[src/rtl/led_fade_engine_top_macros.svh]
// Assertion macros shared by the fade engine modules.
// Depends on nothing; the bodies are empty when SYNTHESIS is defined.
`ifndef LED_FADE_ENGINE_TOP_MACROS_SVH
`define LED_FADE_ENGINE_TOP_MACROS_SVH
`ifndef SYNTHESIS
`define LFE_ASSERT_IMP(label, clk, rst, ante, cons) \
   label: assert property (@(posedge clk) disable iff (rst) (ante) |-> (cons)) \
      else $error("assertion failed");
`define LFE_ASSERT_NEXT(label, clk, rst, ante, cons) \
   label: assert property (@(posedge clk) disable iff (rst) (ante) |=> (cons)) \
      else $error("assertion failed");
`else
`define LFE_ASSERT_IMP(label, clk, rst, ante, cons)
`define LFE_ASSERT_NEXT(label, clk, rst, ante, cons)
`endif
`endif

[src/rtl/lfe_pkg.sv]
// Package for the LED fade engine: payload types, states, command codes.
// Depends on nothing.
`timescale 1ns / 1ps
`default_nettype none
package lfe_pkg;
   localparam int LED_COUNT = 32;
   localparam int LED_W = 5;
   localparam int DIV_STEPS = 24;
   localparam logic CMD_SET = 1'b0;
   localparam logic CMD_TICK = 1'b1;

   typedef struct packed {
      logic        cmd;
      logic [4:0]  led_index;
      logic [23:0] color_rgb;
      logic [15:0] fade_time;
      logic [15:0] start_delay;
   } req_type;

   typedef struct packed {
      logic [4:0]  out_led;
      logic [23:0] out_color;
      logic        busy_res;
      logic        immediate;
      logic        last;
   } rsp_type;

   typedef enum logic [3:0] {
      ST_IDLE, ST_SET_RD, ST_SET_WR, ST_TK_RD, ST_TK_EVAL, ST_TK_DIV,
      ST_TK_MUL, ST_TK_WR
   } state_type;

   typedef struct packed {
      logic       rd;        // read LED state at led index
      logic       set_wr;    // apply set request
      logic       div_start;
      logic       div_step;
      logic       mul;
      logic       tk_wr;     // write back and emit result
      logic [LED_W-1:0] led;
      logic       last;
   } cmd_type;

   typedef struct packed {
      logic active;          // LED needs fraction/blend
      logic div_done;
   } sts_type;
endpackage
`default_nettype wire

[src/rtl/lfe_ctrl.sv]
// Controller of the fade engine: sequences set requests and tick sweeps.
// Depends on lfe_pkg and the assertion macros.
`timescale 1ns / 1ps
`default_nettype none
`include "led_fade_engine_top_macros.svh"
module lfe_ctrl (
   input  wire logic            clock,
   input  wire logic            reset,
   input  wire logic            start,
   input  wire lfe_pkg::req_type req,
   output logic                 busy,
   output lfe_pkg::cmd_type     cmd,
   input  wire lfe_pkg::sts_type sts
);
   lfe_pkg::state_type state_ff, state_in;
   logic [lfe_pkg::LED_W-1:0] led_ff, led_in;
   logic [lfe_pkg::LED_W-1:0] sidx_ff;
   logic last_led;

   assign last_led = (led_ff == lfe_pkg::LED_W'(lfe_pkg::LED_COUNT - 1));

   always_ff @(posedge clock) begin
      if (reset) begin
         state_ff <= lfe_pkg::ST_IDLE;
         led_ff <= '0;
      end else begin
         state_ff <= state_in;
         led_ff <= led_in;
      end
      if (state_ff == lfe_pkg::ST_IDLE && start) begin
         sidx_ff <= req.led_index;
      end
   end

   always_comb begin
      state_in = state_ff;
      led_in = led_ff;
      case (state_ff)
         lfe_pkg::ST_IDLE: begin
            if (start) begin
               led_in = '0;
               state_in = (req.cmd == lfe_pkg::CMD_TICK) ? lfe_pkg::ST_TK_RD
                                                           : lfe_pkg::ST_SET_RD;
            end
         end
         lfe_pkg::ST_SET_RD: state_in = lfe_pkg::ST_SET_WR;
         lfe_pkg::ST_SET_WR: state_in = lfe_pkg::ST_IDLE;
         lfe_pkg::ST_TK_RD: state_in = lfe_pkg::ST_TK_EVAL;
         lfe_pkg::ST_TK_EVAL: state_in = sts.active ? lfe_pkg::ST_TK_DIV
                                                     : lfe_pkg::ST_TK_WR;
         lfe_pkg::ST_TK_DIV: if (sts.div_done) state_in = lfe_pkg::ST_TK_MUL;
         lfe_pkg::ST_TK_MUL: state_in = lfe_pkg::ST_TK_WR;
         lfe_pkg::ST_TK_WR: begin
            if (last_led) begin
               state_in = lfe_pkg::ST_IDLE;
            end else begin
               led_in = led_ff + 1'b1;
               state_in = lfe_pkg::ST_TK_RD;
            end
         end
         default: state_in = lfe_pkg::ST_IDLE;
      endcase
   end

   always_comb begin
      cmd = '0;
      busy = (state_ff != lfe_pkg::ST_IDLE);
      cmd.led = (state_ff == lfe_pkg::ST_SET_RD || state_ff == lfe_pkg::ST_SET_WR)
                ? sidx_ff : led_ff;
      cmd.last = last_led;
      case (state_ff)
         lfe_pkg::ST_SET_RD: cmd.rd = 1'b1;
         lfe_pkg::ST_SET_WR: cmd.set_wr = 1'b1;
         lfe_pkg::ST_TK_RD: cmd.rd = 1'b1;
         lfe_pkg::ST_TK_EVAL: cmd.div_start = 1'b1;
         lfe_pkg::ST_TK_DIV: cmd.div_step = 1'b1;
         lfe_pkg::ST_TK_MUL: cmd.mul = 1'b1;
         lfe_pkg::ST_TK_WR: cmd.tk_wr = 1'b1;
         default: ;
      endcase
   end

   `LFE_ASSERT_NEXT(a_set_wr_follows, clock, reset,
      state_ff == lfe_pkg::ST_SET_RD, state_ff == lfe_pkg::ST_SET_WR)
   `LFE_ASSERT_IMP(a_idle_not_busy, clock, reset,
      state_ff == lfe_pkg::ST_IDLE, !busy)
   `LFE_ASSERT_NEXT(a_led_advance, clock, reset,
      state_ff == lfe_pkg::ST_TK_WR && !last_led, led_ff == $past(led_ff) + 1'b1)
endmodule
`default_nettype wire

[config.mk]
export PLATFORM = sky130hd
export DESIGN_NAME = lfe_ctrl
export DESIGN_NICKNAME = d
export VERILOG_FILES = /design/src/rtl/lfe_pkg.sv /design/src/rtl/lfe_ctrl.sv
export VERILOG_INCLUDE_DIRS = /design/src /design/src/rtl
export SDC_FILE = /design/constraint.sdc
export NUM_CORES = 1
export LEC_CHECK = 0
export ABC_AREA = 1
export BUFFER_PORTS_ARGS = -buffer_cell sky130_fd_sc_hd__buf_2
export CORE_MARGIN = 4
export CORE_UTILIZATION = 36
export CTS_BUF_LIST = sky130_fd_sc_hd__clkbuf_4 sky130_fd_sc_hd__clkbuf_8
export CTS_CLUSTER_SIZE = 14
export DETAILED_ROUTE_END_ITERATION = 7
export PLACE_DENSITY = 0.82
export SLEW_MARGIN = 25
export SYNTH_ARGS = -nofsm -noshare
export SYNTH_HDL_FRONTEND = slang
export SYNTH_SLANG_ARGS = --single-unit
[constraint.sdc]
create_clock -name clock -period 1.85 [get_ports clock]
set_clock_uncertainty 0.15 [all_clocks]
set_input_delay 0.0925 -clock clock [delete_from_list [all_inputs] [get_ports clock]]
set_output_delay 0.0925 -clock clock [all_outputs]
set_load 0.01 [all_outputs]
==> flow_summary.yaml <==
setup_path:
  crit_path_end_kind: "output pin"
  r2r_slack_ns: 0.19
  reg2regPathDepth: 10
  worst_setup_path_start_kind: "flip-flop"
  critPathKind: "flip-flop to output pin"
  required_ns: 1.61
  r2r_end: "led_ff[1]"
  arrival_ns: 1.47
  crit-reg2reg-launch: "led_ff[0]"
  crit_fanout: 10
power_and_ir_drop:
  p_leak_nw: 0.487
  p_per_area_nw_per_um2: 895
  power_frac_seq_pct: 42.1
  internal_power_mw: 0.565
  power.net_switching_mw: 0.329
  clock_power_share_pct: 21.4
  sw_frac_of_total_pct: 36.8
  total_power_mw: 0.894
  combPwrFrac_pct: 36.4
  vdd_drop_max_mv: 0.347
grt:
  grt_use_total_pct: 11.8
  grt_pass1_wl_mm: 2.54
  grt_max_degree: 11
  antenna_found_initial: 0
  gr-total-overflow: 0
  grt_pass1_vias: 629
timing:
  period_share_pct: 92.5
  slew_viol_final: 0
  fin_crit_ns: 1.71
  setup_viol: 0
  setup_tns_ns: 0
  rsz0062_at_grt: "false"
  tightestPinTransition_ns: 0.385
  clock.fmax_mhz: 584
  relSlewSlack_pct: 74.3
  report.final.hold_viol_count: 0
detailed_routing:
  wl_per_cell_um: 10.7
  vias: 682
  drtAntennaViolNets: 0
  drc_errors: 0
  dr.pass1.iters: 4
  drtIter0Drc: 21
  via_per_inst: 4.40
  wl_mm: 1.65
clock_network:
  cts_buffers: 3
  post_cts_buffers: 0
  cts_tree: "built"
  root_buffer: "clkbuf_4"
  clk_latency_ns: 0.28
  clockBufferDepth: 2
  htree_levels: 1
  path_clk_slew_ns: 0.07
  cts_sinks: 13
die:
  die_x_um: 54.3
  rows: 16
  initial_core_util_pct: 38.6
  core_area_um2: 2000
  die_area_um2: 2950
  fp.dieH_um: 54.3
  ioPinCount: 80
hold_path:
  min_to: "led_ff[0]"
  min_from: "start"
  hold_path_class: "input port to flip-flop"
  holdPathStages: 4
yosys:
  synth.distinct_cells: 23
  seq_area_frac_synth_pct: 40.2
  avgSynthCellArea_um2: 7.96
  synth.cell_area_um2: 772
  syn_nets: 166
  ys_warn_count: 0
  netlist_instances: 97
  ys_seq_elements: 13
layout:
  diodes: 0
  fillCellCount: 187
  syn2layout_area_growth_pct: 29.3
  final_cells: 155
  final_net_count: 198
  drive_gt1_share_pct: 35.9
placed_design:
  gp_congestion: 0.819
  placed_cells: 144
  detailed_place_hpwl_mm: 1.27
  io_buffer_count: 23
flow_run:
  cap_violations: 0
run_status:
  outcome: "completed"
-- layout by cell type (no fill, tap or decap), drive strengths merged --
cell          n
dfxtp         8
dlygate4sd3   7
o21ai         4
nor3          3
clkbuf        4
edfxtp        5
nand3         7
nor2         18
inv          19
a21oi        11
nand2        16
buf          23
ha            2
nand4         1
-- state kept, by name (all words and copies together), names as in the netlist --
register and cells:
led_ff 5, sidx_ff 5, state_ff 3
-- critical path, stage by stage (launching register included) --
cell,delay (ns)
dfxtp_1,0.56
inv_2,0.17
nand3_4,0.16
nand2_1,0.07
o21ai_1,0.08
buf_2,0.15
-- per-stage QoR --
step / worst slack, ns / instance area, um2 / util [%] / hold WS, ns
after global placement: 0.220 / 897 / 44.8 / 0.120
after detailed placement: 0.186 / 897 / 44.8 / 0.121
after CTS: 0.111 / 997 / 49.8 / 0.0364
after global routing: 0.0251 / 998 / 49.9 / 0.0481
final: 0.139 / 998 / 49.9 / 0.0387
after floorplan: 0.309 / 772 / - / 0.00494
-- layout make-up --
cell class	count	area [um2]	area share [%]
inverters	19	71.3	7.14
repair buffers	30	185	18.5
well taps	27	33.8	3.38
multi-input cells	62	367	36.7
flip-flops and latches	13	312	31.2
clock buffers	4	30.0	3.01
-- cell usage after synthesis --
library cell  number  area (um2)
a21oi_1            9        45.0
a21oi_2            2        17.5
buf_2              1        5.00
buf_4              1        7.51
buf_6              1        11.3
dfxtp_1            8         160
edfxtp_1           5         150
ha_1               2        25.0
inv_1             15        56.3
inv_2              4        15.0
nand2_1           12        45.0
nand2_2            3        18.8
nand2_4            1        11.3
nand3_1            4        20.0
nand3_2            1        10.0
nand3_4            2        35.0
nand4_4            1        21.3
nor2_1            14        52.6
nor2_2             3        18.8
nor2_4             1        11.3
nor3_1             3        15.0
o21ai_0            1        5.00
o21ai_1            3        15.0
-- worst max path at each step --
stage | slack (ns) | from | end | cells after the start
2_1_floorplan | 0.31 | led_ff[0] | led_ff[4] | 10
3_3_place_gp | 0.22 | led_ff[0] | led_ff[1] | 10
3_5_place_dp | 0.19 | led_ff[0] | led_ff[1] | 10
4_1_cts | 0.11 | state_ff[0] | cmd[2] | 5
5_1_grt | 0.03 | led_ff[0] | led_ff[1] | 10
6_report | 0.14 | state_ff[2] | cmd[5] | 5
-- routing by layer --
metal,track usage [%],part of all wire [%],vias up
li1,-,-,370
met1,13.8,43,295
met2,21.1,53,15
met3,0.817,2.4,2
met4,6.22,1.9,0
met5,0,0,-
-- repair_timing --
action | 4_1_cts | 5_1_grt
hold buffers | 7 | 0
endpoints found under the hold margin | 8 | 0
endpoints found under the setup margin | 0 | 3
resized for setup | 0 | 1
-- cells by family after synthesis --
kind of cell / count (synthesis) / synth area share [%]
and+or+nand+nor: 45 / 33.5
DFF: 13 / 40.2
adders and majority gates: 2 / 3.24
buffers and inverters: 22 / 12.3
AOI/OAI and AO/OA: 15 / 10.7
-- power groups by stage --
stage          clock network [mW]  logic [mW]  registers [mW]
2_1_floorplan                   0       0.244           0.360
3_3_place_gp                    0       0.306           0.380
3_5_place_dp                    0       0.316           0.382
4_1_cts                     0.196       0.329           0.375
5_1_grt                     0.207       0.366           0.382
6_report                    0.191       0.326           0.377
No activity file was read; power rests on OpenSTA's default activity.
